### src/rtl/fpmt_pkg.sv
// shared types, constants and codes of the four-pad multitap
`default_nettype none
package fpmt_pkg;

  // field widths
  localparam int unsigned LINE_W   = 7;
  localparam int unsigned CNT_W    = 8;
  localparam int unsigned CODE_W   = 4;
  localparam int unsigned BTN_W    = 12;
  localparam int unsigned NUM_PADS = 4;
  localparam int unsigned NUM_PORTS = 2;
  localparam int unsigned CFG_ADDR_W = 4;
  localparam int unsigned CFG_DATA_W = 4;
  localparam int unsigned NUM_CFG_REGS = NUM_PORTS * NUM_PADS;

  // device code of a pad that sends only two status nibbles
  localparam logic [CODE_W-1:0] THREE_BUTTON_CODE = 4'h0;

  // line codes
  localparam logic [LINE_W-1:0] LINE_RESET    = 7'h60;
  localparam logic [LINE_W-1:0] LINE_TH_TR    = 7'h60;
  localparam logic [LINE_W-1:0] LINE_TH       = 7'h40;
  localparam logic [LINE_W-1:0] LINE_TR       = 7'h20;
  localparam logic [LINE_W-1:0] IDLE_CODE     = 7'h73;
  localparam logic [LINE_W-1:0] START_CODE    = 7'h3F;
  localparam logic [CODE_W-1:0] PAST_END_NIB  = 4'hF;
  localparam logic [CNT_W-1:0]  CNT_MAX       = 8'hFF;

  // sequence positions
  localparam logic [CNT_W-1:0] SEQ_IDLE   = 8'd0;
  localparam logic [CNT_W-1:0] SEQ_START  = 8'd1;
  localparam logic [CNT_W-1:0] SEQ_TYPES  = 8'd4;
  localparam logic [CNT_W-1:0] SEQ_STATUS = 8'd8;

  // access kinds
  typedef enum logic {
    OP_READ  = 1'b0,
    OP_WRITE = 1'b1
  } fpmt_op_t;

  typedef logic [NUM_PADS-1:0][CODE_W-1:0] fpmt_pad_types_t;
  typedef logic [NUM_PADS-1:0][BTN_W-1:0]  fpmt_buttons_t;

  // one accepted input item
  typedef struct packed {
    fpmt_op_t          op;
    logic              port;
    logic [LINE_W-1:0] data;
    logic [LINE_W-1:0] mask;
    fpmt_buttons_t     buttons;
  } fpmt_item_t;

endpackage
`default_nettype wire

### src/rtl/fpmt_if.sv
// handshake channels of the multitap: input items, results, register writes
`default_nettype none
interface fpmt_in_if import fpmt_pkg::*; ();
  logic              valid;
  logic              ready;
  logic              op;
  logic              port;
  logic [LINE_W-1:0] data;
  logic [LINE_W-1:0] mask;
  logic [BTN_W-1:0]  pad_a_buttons;
  logic [BTN_W-1:0]  pad_b_buttons;
  logic [BTN_W-1:0]  pad_c_buttons;
  logic [BTN_W-1:0]  pad_d_buttons;

  modport source (output valid, op, port, data, mask, pad_a_buttons, pad_b_buttons,
                  pad_c_buttons, pad_d_buttons, input ready);
  modport sink (input valid, op, port, data, mask, pad_a_buttons, pad_b_buttons,
                pad_c_buttons, pad_d_buttons, output ready);
endinterface

interface fpmt_out_if import fpmt_pkg::*; ();
  logic              valid;
  logic              ready;
  logic [LINE_W-1:0] read_value;

  modport source (output valid, read_value, input ready);
  modport sink (input valid, read_value, output ready);
endinterface

interface fpmt_cfg_if import fpmt_pkg::*; ();
  logic                  valid;
  logic                  ready;
  logic [CFG_ADDR_W-1:0] addr;
  logic [CFG_DATA_W-1:0] wdata;

  modport source (output valid, addr, wdata, input ready);
  modport sink (input valid, addr, wdata, output ready);
endinterface
`default_nettype wire

### src/rtl/fpmt_read_mux.sv
// read data selection: fixed codes, pad types and inverted button nibbles
`default_nettype none
module fpmt_read_mux import fpmt_pkg::*; (
  input  wire logic [CNT_W-1:0]  cnt,
  input  wire logic              tl,
  input  wire fpmt_pad_types_t   types,
  input  wire fpmt_buttons_t     buttons,
  output logic [LINE_W-1:0]      read_value
);

  logic [NUM_PADS-1:0][CODE_W-1:0] pad_len;
  logic [NUM_PADS-1:0][CODE_W-1:0] pad_end;
  logic [CNT_W-1:0]                status_idx;
  logic [CNT_W-1:0]                offset;
  logic [CODE_W-1:0]               nib;
  logic                            found;

  // nibble count of each pad and running end position
  always_comb begin
    for (int n = 0; n < NUM_PADS; n++) begin
      pad_len[n] = (types[n] == THREE_BUTTON_CODE) ? 4'd2 : 4'd3;
    end
    pad_end[0] = pad_len[0];
    for (int n = 1; n < NUM_PADS; n++) begin
      pad_end[n] = pad_end[n-1] + pad_len[n];
    end
  end

  // pick the pad and nibble for a status read
  always_comb begin
    status_idx = cnt - SEQ_STATUS;
    nib        = PAST_END_NIB;
    found      = 1'b0;
    offset     = '0;
    for (int n = 0; n < NUM_PADS; n++) begin
      if (!found && status_idx < {4'd0, pad_end[n]}) begin
        found  = 1'b1;
        offset = status_idx - {4'd0, pad_end[n]} + {4'd0, pad_len[n]};
        case (offset[1:0])
          2'd0:    nib = ~buttons[n][3:0];
          2'd1:    nib = ~buttons[n][7:4];
          default: nib = ~buttons[n][11:8];
        endcase
      end
    end
  end

  // sequence position decode
  always_comb begin
    if (cnt == SEQ_IDLE) begin
      read_value = IDLE_CODE;
    end else if (cnt == SEQ_START) begin
      read_value = START_CODE;
    end else if (cnt < SEQ_TYPES) begin
      read_value = {2'b00, tl, 4'h0};
    end else if (cnt < SEQ_STATUS) begin
      read_value = {2'b00, tl, types[cnt[1:0]]};
    end else begin
      read_value = {2'b00, tl, nib};
    end
  end

endmodule
`default_nettype wire

### src/rtl/four_pad_multitap_handshake_core.sv
// top level of the four-pad multitap: item register, port state, result register
//
//   channel   dir  fields                                         item
//   in_ch     in   op port data mask pad_a..pad_d_buttons          one bus access
//   out_ch    out  read_value                                     one per read access
//   cfg_ch    in   addr wdata                                     pad type write
//
// an item is registered on accept and handled as it advances: a write that changes
// TH or TR updates the port's line state and sequence counter, a read loads the
// result register. one item per cycle sustained unless a held result stalls a read;
// a read's result goes from the item register into the result register.
// a held result stalls a read item and the input behind it; a write item advances.
// synchronous active-low reset: line state 0x60, counters and pad types zero.
`default_nettype none
module four_pad_multitap_handshake_core import fpmt_pkg::*; (
  input  wire logic      clk,
  input  wire logic      rst_n,
  fpmt_in_if.sink        in_ch,
  fpmt_out_if.source     out_ch,
  fpmt_cfg_if.sink       cfg_ch
);

  fpmt_pad_types_t            pad_type_r [NUM_PORTS];
  logic [LINE_W-1:0]          line_state_r [NUM_PORTS];
  logic [CNT_W-1:0]           seq_cnt_r [NUM_PORTS];

  logic                       s1_valid_r;
  fpmt_item_t                 s1_item_r;
  logic                       out_valid_r;
  logic [LINE_W-1:0]          out_value_r;

  logic                       s1_adv;
  logic                       in_fire;
  logic                       is_write;
  logic [LINE_W-1:0]          cur_line;
  logic [LINE_W-1:0]          line_nxt;
  logic [CNT_W-1:0]           cnt_nxt;
  logic                       line_change;
  logic [LINE_W-1:0]          rd_value;

  // handshakes
  assign is_write     = (s1_item_r.op == OP_WRITE);
  assign s1_adv       = s1_valid_r && (is_write || !out_valid_r || out_ch.ready);
  assign in_ch.ready  = !s1_valid_r || s1_adv;
  assign in_fire      = in_ch.valid && in_ch.ready;
  assign cfg_ch.ready = 1'b1;
  assign out_ch.valid      = out_valid_r;
  assign out_ch.read_value = out_value_r;

  // item register
  always_ff @(posedge clk) begin
    if (!rst_n) begin
      s1_valid_r <= 1'b0;
    end else if (in_ch.ready) begin
      s1_valid_r <= in_ch.valid;
    end
  end

  always_ff @(posedge clk) begin
    if (in_fire) begin
      s1_item_r.op      <= fpmt_op_t'(in_ch.op);
      s1_item_r.port    <= in_ch.port;
      s1_item_r.data    <= in_ch.data;
      s1_item_r.mask    <= in_ch.mask;
      s1_item_r.buttons <= {in_ch.pad_d_buttons, in_ch.pad_c_buttons,
                            in_ch.pad_b_buttons, in_ch.pad_a_buttons};
    end
  end

  // masked line merge and counter step
  always_comb begin
    cur_line    = line_state_r[s1_item_r.port];
    line_nxt    = (cur_line & ~s1_item_r.mask) | (s1_item_r.data & s1_item_r.mask);
    line_change = |((cur_line ^ line_nxt) & LINE_TH_TR);
    if ((line_nxt & LINE_TH) != '0) begin
      cnt_nxt = '0;
    end else if (seq_cnt_r[s1_item_r.port] != CNT_MAX) begin
      cnt_nxt = seq_cnt_r[s1_item_r.port] + 8'd1;
    end else begin
      cnt_nxt = CNT_MAX;
    end
  end

  // port state
  always_ff @(posedge clk) begin
    if (!rst_n) begin
      for (int p = 0; p < NUM_PORTS; p++) begin
        line_state_r[p] <= LINE_RESET;
        seq_cnt_r[p]    <= '0;
      end
    end else if (s1_adv && is_write && line_change) begin
      line_state_r[s1_item_r.port] <= line_nxt;
      seq_cnt_r[s1_item_r.port]    <= cnt_nxt;
    end
  end

  // pad type registers
  always_ff @(posedge clk) begin
    if (!rst_n) begin
      for (int p = 0; p < NUM_PORTS; p++) begin
        pad_type_r[p] <= '0;
      end
    end else if (cfg_ch.valid && cfg_ch.addr < CFG_ADDR_W'(NUM_CFG_REGS)) begin
      pad_type_r[cfg_ch.addr[2]][cfg_ch.addr[1:0]] <= cfg_ch.wdata;
    end
  end

  // read data
  fpmt_read_mux u_read_mux (
    .cnt        (seq_cnt_r[s1_item_r.port]),
    .tl         (|(line_state_r[s1_item_r.port] & LINE_TR)),
    .types      (pad_type_r[s1_item_r.port]),
    .buttons    (s1_item_r.buttons),
    .read_value (rd_value)
  );

  // result register
  always_ff @(posedge clk) begin
    if (!rst_n) begin
      out_valid_r <= 1'b0;
    end else if (s1_adv && !is_write) begin
      out_valid_r <= 1'b1;
    end else if (out_ch.ready) begin
      out_valid_r <= 1'b0;
    end
  end

  always_ff @(posedge clk) begin
    if (s1_adv && !is_write) begin
      out_value_r <= rd_value;
    end
  end

  // checks
  a_read_gives_item: assert property (@(posedge clk) disable iff (!rst_n)
    s1_adv && !is_write |=> out_valid_r)
    else $error("read item did not reach the result register");

  a_write_no_item: assert property (@(posedge clk) disable iff (!rst_n)
    s1_adv && is_write && out_valid_r && out_ch.ready |=> !out_valid_r)
    else $error("write item produced a result");

  a_cnt_step: assert property (@(posedge clk) disable iff (!rst_n)
    $past(rst_n) && seq_cnt_r[0] != $past(seq_cnt_r[0]) |->
      seq_cnt_r[0] == '0 || seq_cnt_r[0] == $past(seq_cnt_r[0]) + 8'd1)
    else $error("sequence counter jumped");

endmodule
`default_nettype wire
### src/flat_wrapper.sv
// flat-port wrapper written by rule: the top's interface ports become plain ports
module four_pad_multitap_handshake_core_flat import fpmt_pkg::*;
  (clk, rst_n, in_ch_valid, in_ch_op, in_ch_port, in_ch_data, in_ch_mask, in_ch_pad_a_buttons, in_ch_pad_b_buttons, in_ch_pad_c_buttons, in_ch_pad_d_buttons, in_ch_ready, out_ch_valid, out_ch_read_value, out_ch_ready, cfg_ch_valid, cfg_ch_addr, cfg_ch_wdata, cfg_ch_ready);
  fpmt_in_if in_ch_i ();
  fpmt_out_if out_ch_i ();
  fpmt_cfg_if cfg_ch_i ();
  input  wire logic clk;
  input  wire logic rst_n;
  input wire logic [$bits(in_ch_i.valid)-1:0] in_ch_valid;
  input wire logic [$bits(in_ch_i.op)-1:0] in_ch_op;
  input wire logic [$bits(in_ch_i.port)-1:0] in_ch_port;
  input wire logic [$bits(in_ch_i.data)-1:0] in_ch_data;
  input wire logic [$bits(in_ch_i.mask)-1:0] in_ch_mask;
  input wire logic [$bits(in_ch_i.pad_a_buttons)-1:0] in_ch_pad_a_buttons;
  input wire logic [$bits(in_ch_i.pad_b_buttons)-1:0] in_ch_pad_b_buttons;
  input wire logic [$bits(in_ch_i.pad_c_buttons)-1:0] in_ch_pad_c_buttons;
  input wire logic [$bits(in_ch_i.pad_d_buttons)-1:0] in_ch_pad_d_buttons;
  output wire logic [$bits(in_ch_i.ready)-1:0] in_ch_ready;
  output wire logic [$bits(out_ch_i.valid)-1:0] out_ch_valid;
  output wire logic [$bits(out_ch_i.read_value)-1:0] out_ch_read_value;
  input wire logic [$bits(out_ch_i.ready)-1:0] out_ch_ready;
  input wire logic [$bits(cfg_ch_i.valid)-1:0] cfg_ch_valid;
  input wire logic [$bits(cfg_ch_i.addr)-1:0] cfg_ch_addr;
  input wire logic [$bits(cfg_ch_i.wdata)-1:0] cfg_ch_wdata;
  output wire logic [$bits(cfg_ch_i.ready)-1:0] cfg_ch_ready;
  assign in_ch_i.valid = in_ch_valid;
  assign in_ch_i.op = in_ch_op;
  assign in_ch_i.port = in_ch_port;
  assign in_ch_i.data = in_ch_data;
  assign in_ch_i.mask = in_ch_mask;
  assign in_ch_i.pad_a_buttons = in_ch_pad_a_buttons;
  assign in_ch_i.pad_b_buttons = in_ch_pad_b_buttons;
  assign in_ch_i.pad_c_buttons = in_ch_pad_c_buttons;
  assign in_ch_i.pad_d_buttons = in_ch_pad_d_buttons;
  assign in_ch_ready = in_ch_i.ready;
  assign out_ch_valid = out_ch_i.valid;
  assign out_ch_read_value = out_ch_i.read_value;
  assign out_ch_i.ready = out_ch_ready;
  assign cfg_ch_i.valid = cfg_ch_valid;
  assign cfg_ch_i.addr = cfg_ch_addr;
  assign cfg_ch_i.wdata = cfg_ch_wdata;
  assign cfg_ch_ready = cfg_ch_i.ready;
  four_pad_multitap_handshake_core u_core (.clk(clk), .rst_n(rst_n), .in_ch(in_ch_i), .out_ch(out_ch_i), .cfg_ch(cfg_ch_i));
endmodule
### config.mk
export PLATFORM = sky130hd
export DESIGN_NAME = four_pad_multitap_handshake_core_flat
export DESIGN_NICKNAME = d
export VERILOG_FILES = /design/src/rtl/fpmt_pkg.sv /design/src/rtl/fpmt_if.sv /design/src/rtl/fpmt_read_mux.sv /design/src/rtl/four_pad_multitap_handshake_core.sv /design/src/flat_wrapper.sv
export SDC_FILE = /design/constraint.sdc
export NUM_CORES = 1
export LEC_CHECK = 0
export BUFFER_PORTS_ARGS = -buffer_cell sky130_fd_sc_hd__buf_2
export CORE_MARGIN = 4
export CORE_UTILIZATION = 55
export DETAILED_ROUTE_END_ITERATION = 16
export GPL_TIMING_DRIVEN = 0
export PLACE_DENSITY = 0.77
export SYNTH_ARGS = -nofsm -noshare
export SYNTH_HDL_FRONTEND = slang
export SYNTH_HIERARCHICAL = 1
export SYNTH_SLANG_ARGS = --single-unit
### constraint.sdc
create_clock -name clk -period 4.99 [get_ports clk]
set_input_delay 0 -clock clk [delete_from_list [all_inputs] [get_ports clk]]
set_output_delay 0 -clock clk [all_outputs]
set_load 0.03 [all_outputs]
Yosys cells after proc, flatten, opt, wreduce, memory -nomap -nowiden
Memory sizes are Yosys's and may differ from the RTL's. A register that Yosys moved wholly into a read port is not among the register bits.
Index checks and enable logic that the tools add are counted.
{"block": "word_totals", "mem_bits_rw": 62, "ff_bits": 73, "elab_cells": 140, "latchBits": 0, "mem_bits_ro": 0, "inputBits": 77, "memories": 3}
{"memory": "u_core.pad_type_r", "depth": 2, "word_bits": 16, "read_ports": 1, "rd_ports_with_merged_regs": 1, "write_ports": 2, "line": "four_pad_multitap_handshake_core.sv:23", "text": "fpmt_pad_types_t pad_type_r [NUM_PORTS];"}
{"memory": "u_core.seq_cnt_r", "depth": 2, "word_bits": 8, "read_ports": 1, "rd_ports_with_merged_regs": 1, "write_ports": 2, "line": "four_pad_multitap_handshake_core.sv:25", "text": "logic [CNT_W-1:0] seq_cnt_r [NUM_PORTS];"}
{"memory": "u_core.line_state_r", "depth": 2, "word_bits": 7, "read_ports": 1, "rd_ports_with_merged_regs": 1, "write_ports": 2, "line": "four_pad_multitap_handshake_core.sv:24", "text": "logic [LINE_W-1:0] line_state_r [NUM_PORTS];"}
{"block": "classes", "add_sub_neg": 13, "n_reduce_logical": 34, "bitwise_logic": 17, "magnitude_cmp": 10, "n_mul": 0, "n_div": 0, "n_eq_ne": 6, "n_mux": 45, "n_shift": 0}
{"operator": "16-bit two-way mux", "count": 3}
{"operator": "4-bit NOT", "count": 12}
{"operator": "4-bit two-way mux", "count": 9}
{"operator": "4-bit one-hot mux with 2 select lines", "count": 4}
{"operator": "8-bit two-way mux", "count": 3}
{"operator": "1-bit two-way mux", "count": 23}
{"operator": "4-bit logical NOT", "count": 4}
{"operator": "8-bit by 4-bit less-than comparator with 1-bit output", "count": 2}
{"operator": "16-bit OR reduction", "count": 1}
{"operator": "7-bit bitwise AND", "count": 2}
{"operator": "1-bit logical AND", "count": 10}
{"operator": "2-bit adder", "count": 4}
{"operator": "8-bit by 1-bit adder with 8-bit output, second input constant", "count": 1}
{"operator": "4-bit binary-select mux with 2-bit select", "count": 1}
{"operator": "4-bit demux with 2-bit select", "count": 1}
{"operator": "2-bit by 1-bit equality test with 1-bit output, second input constant", "count": 4}
{"operator": "8-bit by 1-bit equality test with 1-bit output, second input constant", "count": 1}
{"operator": "2-bit logical NOT", "count": 4}
{"operator": "8-bit logical NOT", "count": 1}
{"operator": "8-bit by 2-bit less-than comparator with 1-bit output", "count": 1}
{"operator": "8-bit by 3-bit less-than comparator with 1-bit output", "count": 1}
{"operator": "8-bit by 3-bit less-than comparator with 1-bit output, second input constant", "count": 1}
{"operator": "8-bit by 4-bit less-than comparator with 1-bit output, second input constant", "count": 1}
{"operator": "8-bit inequality test, second input constant", "count": 1}
{"operator": "18 further kinds", "count": 30}

Depth between registers and ports, before layout
Gate-level depths: netlist of run 1.
{"block": "logic_depth", "word_depth": 16, "ltp_mapped": 15, "ltp_nobuf": 12}

Hierarchy
The synthesis of run 1 kept the hierarchy.
{"module": "four_pad_multitap_handshake_core", "instances": 1, "area_each_um2": 4614.4, "cells_each": 283}
{"module": "fpmt_read_mux", "instances": 1, "area_each_um2": 1237.4, "cells_each": 155}

Worst setup path after synthesis of run 1
Ideal clock, no wire load.
{"block": "synth_timing", "kind": "reg2reg", "startpoint": "reg (tool-made name)", "endpoint": "reg u_core.out_value_r[0] (netlist: u_core/out_ch.read_value[0]), data pin", "required_ps": 4844, "setup_time_ps": 146, "path_stages_with_launch": 16, "t_arrival_ps": 4379, "path_buffers": 3, "setup_slack_ps": 465, "cell_sequence": "dfxtp_1 > buf_6 > buf_2 > buf_2 > mux2_2 > or4_1 > fa_1 > ha_1 > fa_1 > inv_1 > ha_1 > xor2_1 > xnor2_1 > mux2i_1 > nand2_1 > a21oi_1"}
{"element": "end signal: assignment", "line": "four_pad_multitap_handshake_core.sv:130", "text": "out_value_r <= rd_value;"}
{"element": "end: declaration", "line": "four_pad_multitap_handshake_core.sv:30", "text": "logic [LINE_W-1:0] out_value_r;"}

==> metrics list, run 1 <==
- Number of global-route vias before repair: 4,365
- The final count of hold timing violations is 0.
- Clock tree from TritonCTS: done
- Total congestion overflow after global routing: 0
* Number of stages on the worst hold path: 3
- Clock period minus final worst setup slack: 4780 ps
- The pre-antenna-repair detailed-routing pass consisted of 6 iterations.
* Min-Delay Path Class: primary input to flip-flop
* Max-slew violation total from the final report: 0
* Largest fanout of any net on the critical path: 18
- The floorplan step defined a core boundary enclosing 0.0103 mm2.
- Initial core utilization: between 50% and 60%
- Routed wire length: 14.0 mm
* Crit path capture type: flip-flop
- The setup path with the least slack is of type flip-flop to flip-flop.
- Highest attainable clock frequency: 0.209 GHz
- Number of distinct standard cells referenced by the synthesized netlist: 56
* Syn_area_per_cell: 13.4 um2
- The die covers 0.0124 mm2.
- Status: finished clean
* Initial antenna violation count: 0
- Synthesis inferred 116 register bits.
* Maximum vdd ir drop: roughly 0.20 mV
* DRC errors left: 0
- Num ports: slightly below 90
* Utilization after layout: approximately 73%
- After synthesis, the share of flip-flops with an asynchronous set or reset is 0%.
- Share of final-layout standard cells stronger than drive strength 1: a little over a quarter
- STA puts the critical path data arrival time at 5030 ps.
- Worst r2r path cells: 14
- Clk sinks: 116
- Yosys warning total: 6
- The later pin in the worst-skew pair is clocked with a latency of 510 ps.
- Global routing consumed, over all layers together, 23.6% of the routing resources.
- Final Cycle Share: 95.9%
* Starting DRT DRC Count: 247
- Post-layout nets: between 600 and 700
* Most common cell after layout, fill and taps aside: sky130_fd_sc_hd__edfxtp_1
* Die height: approximately 110 um
* Worst Max-Slew Pin Slew: 1010 ps
* Placement Rows: 37
- Antenna cell count: 0
* Routed wire per std cell: 18.8 um
- Normalized max-slew margin: 32.2%
- The analysis attributes to cell leakage a power of 2.95 nW.
* Final count of negative-setup-slack endpoints: 0
* Number of buffers inserted by post-CTS setup repair: 0
* Per-cell via count in the routed design: 5.57
- From synthesis to final layout, the design area changed by 29.6%.
* Routability-driven placement congestion ratio: 0.804
- Commonest cells after routing, fill and taps aside: sky130_fd_sc_hd__edfxtp_1 (113), sky130_fd_sc_hd__buf_2 (78), sky130_fd_sc_hd__dlygate4sd3_1 (61)
- In this run the power density over the cells is 350 mW/mm2.
- TritonCTS Buffers: 17
- Largest stage delay, worst path: 640 ps
* Critical-path top delay cell: sky130_fd_sc_hd__or4_1
* Number of vias in the routed layout: 4,136
- Summing the sequential cell areas from Yosys gives 59.0% of the chip area.
* RSZ-0062 raised after global routing: no
* Main synth FF type: sky130_fd_sc_hd__edfxtp_1
* CTS clock-pin slew for the worst setup and hold paths: around 60 ps
- The tool flagged a number of max-cap violations equal to 0.
- Cells along the critical path: buf_6 > buf_4 > mux2_2 > or4_1 > fa_1 > ha_1 > fa_1 > inv_1 > ha_1 > o21ai_0 > a21oi_1 > or4b_4 > o211ai_1 > a21oi_1
- Port buffering added between 70 and 80 buffers.
- Setup crit start kind: flip-flop
- Worst hold slack after final layout: between 40 and 50 ps
* Number of cells produced by synthesis: between 400 and 500
* Die span in x: 111 um
- EDFF count, synth: 113
- Synthesis produced a netlist with a net count of 535.
* Global-route wire length before repair: about 22 mm
- Largest net degree at the start of global routing: 46
- Post-synthesis cell area: 0.00585 mm2
- The count of nets left with antenna violations once routing finished came out at 0.
* Largest clock skew in the final design: 9.01 ps
- The HPWL after detailed placement is between 8 and 9 mm.
- Worst-case clock buffer depth: 2
- CTS placed an instance of sky130_fd_sc_hd__clkbuf_8 at the clock tree root.
* Level count of the clock H-tree: 4
- Data on the critical path is required at its endpoint by 5230 ps.
==> logic make-up after synthesis <==
group,count (synthesis),synth area share (%)
AND/OR/NAND/NOR,141,13.9
buffers and inverters,28,2.42
AO/OA/AOI/OAI,61,6.59
multiplexers,57,11.1
flip-flops,116,59.0
XOR/XNOR,13,2.39
adder cells (fa/ha/maj),20,4.53
other,2,0.128
==> worst max-delay path: cells and delay by family, from the launching register on <==
family / cells / cell delay, ps
AO/OA/AOI/OAI: 4 / 480
adder cells (fa/ha/maj): 4 / 1630
buffers and inverters: 3 / 510
flip-flops: 1 / 320
multiplexers: 1 / 380
AND/OR/NAND/NOR: 2 / 1180
==> sequential cells by signal, summed over array words and instances (netlist names), named ones only <==
| name | count |
|---|---|
| u_core/out_ch.valid | 1 |
| u_core/pad_type_r | 32 |
| u_core/s1_valid_r | 1 |
| u_core/is_write | 1 |
| u_core/out_ch.read_value | 7 |
| u_core/seq_cnt_r | 16 |
| u_core/s1_item_r | 53 |
| u_core/line_state_r | 4 |
==> stage by stage <==
stage | total power [mW] | std cells | cell area, um2 | setup TNS (ps) | worst slack (ps)
floorplan | 1.40 | 438 | 5850 | 0 | 465
global placement | 1.48 | 649 | 6400 | -15.4 | -7.36
detailed placement | 1.50 | 650 | 6420 | -232 | -78.6
CTS | 2.65 | 743 | 7590 | 0 | 16.5
global route | 2.75 | 742 | 7590 | 0 | 42.0
finish | 2.65 | 742 | 7590 | 0 | 207
==> layout make-up <==
| type | count | area, um2 |
|---|---|---|
| multi-input combinational | 294 | 2270 |
| buffer | 11 | 78.8 |
| clock inverter | 10 | 83.8 |
| clock buffer | 22 | 463 |
| timing repair buffer | 137 | 1010 |
| tap | 136 | 170 |
| inverter | 16 | 60.1 |
| fill | 674 | 2740 |
| sequential | 116 | 3450 |
==> worst paths after layout <==
check	startpoint	end	slack, ps
worst max-delay path	flip-flop	u_core/out_ch.read_value[0]$_DFFE_PP_	210
worst min-delay path	cfg_ch_addr[2]	u_core/pad_type_r[0][4]$_SDFFCE_PN0P_	50
worst max register to register	flip-flop	u_core/out_ch.read_value[0]$_DFFE_PP_	210
worst min register to register	u_core/out_ch.valid$_SDFFE_PN0P_	u_core/out_ch.valid$_SDFFE_PN0P_	540
==> timing repair <==
item,4_1_cts,5_1_grt
endpoints found under the setup margin,4,4
hold buffers,61,0
hold endpoints to repair,97,0
pin swaps,0,0
resized for setup,2,0
==> cell usage after synthesis, types with 4 or more instances <==
library cell	count	share of area, %
sky130_fd_sc_hd__buf_2	5	0.43
sky130_fd_sc_hd__nor2_1	33	2.1
sky130_fd_sc_hd__o211ai_1	4	0.51
sky130_fd_sc_hd__mux2i_1	22	3.8
sky130_fd_sc_hd__nand2_1	25	1.6
sky130_fd_sc_hd__xnor2_1	8	1.2
sky130_fd_sc_hd__and2_1	34	3.6
sky130_fd_sc_hd__nor3_1	5	0.43
sky130_fd_sc_hd__o2111ai_1	4	0.60
sky130_fd_sc_hd__a2bb2oi_1	5	0.75
sky130_fd_sc_hd__o21ai_0	24	2.1
sky130_fd_sc_hd__a21oi_1	13	1.1
sky130_fd_sc_hd__inv_1	16	1.0
sky130_fd_sc_hd__nand3_1	6	0.51
sky130_fd_sc_hd__mux2_2	32	6.2
sky130_fd_sc_hd__ha_1	18	3.8
sky130_fd_sc_hd__nand2b_1	10	1.1
sky130_fd_sc_hd__edfxtp_1	113	58
==> where the power goes <==
| part | leakage (nW) | total [mW] | switching, mW | internal, mW |
|---|---|---|---|---|
| Clock | 0.260 | 1.11 | 0.420 | 0.693 |
| Combinational | 1.58 | 0.395 | 0.207 | 0.188 |
| Sequential | 1.11 | 1.14 | 0.0194 | 1.12 |
| Total | 2.95 | 2.65 | 0.646 | 2.01 |
==> per-layer routing <==
layer	vias to the layer above	global-route usage [%]	wire length, um
met1	1982	26.9	5130
met4	0	9.25	345
met3	36	5.62	942
met2	180	42.8	7550
met5	-	0	0
li1	1938	-	-
No activity file was read; power rests on OpenSTA's default activity.
==> run 2: changes to the inputs <==
--- a/config.mk
+++ b/config.mk
@@ -5,12 +5,13 @@
 export SDC_FILE = /design/constraint.sdc
 export NUM_CORES = 1
 export LEC_CHECK = 0
-export BUFFER_PORTS_ARGS = -buffer_cell sky130_fd_sc_hd__buf_2
 export CORE_MARGIN = 4
 export CORE_UTILIZATION = 55
 export DETAILED_ROUTE_END_ITERATION = 16
+export DONT_BUFFER_PORTS = 1
+export GPL_ROUTABILITY_DRIVEN = 1
 export GPL_TIMING_DRIVEN = 0
-export PLACE_DENSITY = 0.77
+export PLACE_DENSITY = 0.7
 export SYNTH_ARGS = -nofsm -noshare
 export SYNTH_HDL_FRONTEND = slang
 export SYNTH_HIERARCHICAL = 1
==> metrics list, run 2 (synthesis gave the netlist of run 1 again) <==
- Status: finished clean (unchanged)
- The via total after detailed routing was 3,842 (was 4,136).
- Initial core utilization: 56.7% (unchanged)
* Antenna cell count: 0 (unchanged)
- Routed wire per std cell: 19.5 um (was 18.8 um)
* Final count of negative-setup-slack endpoints: 0 (unchanged)
- Total congestion overflow after global routing: 0 (unchanged)
* Number of buffers inserted by post-CTS setup repair: 0 (unchanged)
* Num ports: 87 (unchanged)
* Clock period minus final worst setup slack: 4700 ps (was 4780 ps)
* Maximum vdd ir drop: 0.313 mV (was 0.196 mV)
- Worst-case clock buffer depth: 2 (unchanged)
- Leading registers by flop count: u_core/s1_item_r: 53 flops, u_core/pad_type_r: 32 flops, u_core/seq_cnt_r: 16 flops (unchanged)
* Number of stages on the worst hold path: 1 (was 3)
- The placer congestion estimate was 0.908 (was 0.804).
- The clock network latency to the later pin of the worst-skew pair is 520 ps (was 510 ps).
- The worst-case clock skew was 5.92 ps (was 9.01 ps).
- Post-layout nets: 622 (was 690)
- The relative area change from synthesis to final layout is 26.2% (was 29.6%).
- Commonest cells after routing, fill and taps aside: sky130_fd_sc_hd__edfxtp_1 (113), sky130_fd_sc_hd__dlygate4sd3_1 (66), sky130_fd_sc_hd__nor2_1 (33), sky130_fd_sc_hd__and2_1 (33), sky130_fd_sc_hd__mux2_2 (32) (was sky130_fd_sc_hd__edfxtp_1 (113), sky130_fd_sc_hd__buf_2 (78), sky130_fd_sc_hd__dlygate4sd3_1 (61))
* Area of the core region: 0.0103 mm2 (unchanged)
* Per-cell via count in the routed design: 5.70 (was 5.57)
* Initial antenna violation count: 0 (unchanged)
* CTS clock-pin slew for the worst setup and hold paths: 60 ps (about the same)
- The peak fanout along the critical path came to 18 (unchanged).
* Setup crit start kind: flip-flop (unchanged)
* Global-route wire length before repair: 21.3 mm (was 22.4 mm)
* Final Cycle Share: 94.2% (was 95.9%)
- The die height was 111 um (unchanged).
- The sink count of the clock tree was 116 (unchanged).
* Post-detail-place hpwl: 8.60 mm (was 8.43 mm)
- The total power divided by cell area came to 387 mW/mm2 (was 350 mW/mm2).
- Standby leakage power: 2.76 nW (was 2.95 nW)
- Required time of the worst setup path: 5250 ps (was 5230 ps)
- The final count of hold timing violations came to 0 (unchanged).
- The layer carrying the most global-route usage is met2 (unchanged).
- The nature of the critical path endpoint is a flip-flop (unchanged).
- Residual antenna-violating net count after detailed routing: 0 (unchanged)
- Routed wire length: 13.1 mm (was 14.0 mm)
- Most common cell after layout, fill and taps aside: sky130_fd_sc_hd__edfxtp_1 (unchanged)
* RSZ-0062 raised after global routing: no (unchanged)
- TritonCTS Buffers: 17 (unchanged)
- Highest attainable clock frequency: 0.213 GHz (was 0.209 GHz)
- The utilization after layout was 71.5% (was 73.5%).
- The count of input and output buffers came to 0 (was 75).
- The flip-flop count of the largest register after layout came to 53 (unchanged).
- The count of unresolved DRC violations after routing is 0 (unchanged).
* Worst r2r path cells: 14 (unchanged)
* Die span in x: 111 um (unchanged)
- Largest net degree at the start of global routing: 42 (was 46)
- The met2 global-route usage was 38.0% (was 42.8%).
* GRT Util Overall: 22.5% (was 23.6%)
- Arrival @ worst endpoint: 4960 ps (was 5030 ps)
* Min-Delay Path Class: primary input to flip-flop (unchanged)
- Drt first pass iters: 5 (was 6)
- Clock tree from TritonCTS: done (unchanged)
- CTS Root Buffer Type: sky130_fd_sc_hd__clkbuf_8 (unchanged)
- The reg-to-reg setup timing slack is 290 ps (was 210 ps).
* Met1 track utilization from global routing: 27.0% (was 26.9%)
- The die outline area came to 0.0124 mm2 (unchanged).
- The transition time of the tightest slew-check pin is 910 ps (was 1010 ps).
* Share of final-layout standard cells stronger than drive strength 1: 17.1% (was 27.2%)
- Kind of critical path: flip-flop to flip-flop (unchanged)
- The top register by number of flip-flops was u_core/s1_item_r (unchanged).
* Level count of the clock H-tree: 4 (unchanged)
- Max-Cap Viols: 0 (unchanged)
* Max-slew violation total from the final report: 0 (unchanged)
- Normalized max-slew margin: 39.2% (was 32.2%)
- The count of standard-cell rows is 37 (unchanged).
* Post-layout total power: 2.86 mW (was 2.65 mW)
- The number of global-route vias before repair came to 4,137 (was 4,365).
- Met3 GRT Util: 6.93% (was 5.62%)
- The number of DRC markers after the initial detailed-route iteration was 225 (was 247).
## run 2: timing repair
action	in CTS	in global routing
hold endpoints to repair	135	0
endpoints found under the setup margin	4	4
hold buffers	66	0
pin swaps	0	1
resized for setup	2	0
## run 2: where the power goes
part / internal, mW / total [mW] / switching, mW
sequential: 1.12 / 1.15 / 0.0233
combinational: 0.172 / 0.360 / 0.189
clock: 0.935 / 1.35 / 0.415
## run 2: area by class of cell
cell class,instances,area (um2)
flip-flops and latches,116,3450
plain buffers,11,78.8
clock buffers,22,453
well taps,136,170
fillers,671,2940
inverters,16,60.1
clock inverters,10,203
repair buffers,69,696
multi-input cells,294,2270
## run 2: final timing paths
| check | start | endpoint |
|---|---|---|
| worst max-delay path | flip-flop | u_core/out_ch.read_value[1]$_DFFE_PP_ |
| worst min-delay path | in_ch_pad_b_buttons[6] | u_core/s1_item_r[18]$_DFFE_PP_ |
| worst max register to register | flip-flop | u_core/out_ch.read_value[1]$_DFFE_PP_ |
| worst min register to register | u_core/s1_valid_r$_SDFFE_PN0N_ | u_core/out_ch.valid$_SDFFE_PN0P_ |
## run 2: layer usage
layer | part of all wire [%] | vias up
met5 | 0 | -
met4 | 1.9 | 0
met3 | 6.3 | 28
met2 | 51 | 150
met1 | 40 | 1862
li1 | - | 1802
## run 2: worst max-delay path: stages, from the launching register on
cell and delay [ps]:
sky130_fd_sc_hd__dfxtp_1 320, sky130_fd_sc_hd__buf_6 230, sky130_fd_sc_hd__buf_4 250, sky130_fd_sc_hd__mux2_2 380
sky130_fd_sc_hd__or4_1 640, sky130_fd_sc_hd__fa_1 590, sky130_fd_sc_hd__ha_1 250, sky130_fd_sc_hd__fa_1 480
sky130_fd_sc_hd__inv_1 40, sky130_fd_sc_hd__ha_1 290, sky130_fd_sc_hd__o21ai_0 90, sky130_fd_sc_hd__a21oi_1 130
sky130_fd_sc_hd__or4b_4 530, sky130_fd_sc_hd__o211ai_1 120, sky130_fd_sc_hd__a21oi_1 100
## run 2: stage by stage
| step | hold slack, ps | cell area [um2] | setup TNS (ps) | worst slack, ps | instances |
|---|---|---|---|---|---|
| 2_1_floorplan | 98.9 | 5850 | 0 | 465 | 438 |
| 3_3_place_gp | 98.9 | 6020 | -75.1 | -21.8 | 574 |
| 3_5_place_dp | 98.9 | 6060 | -308 | -105 | 577 |
| 4_1_cts | 69.0 | 7390 | 0 | 77.7 | 675 |
| 5_1_grt | 80.6 | 7380 | 0 | 121 | 674 |
| 6_report | 97.7 | 7380 | 0 | 291 | 674 |
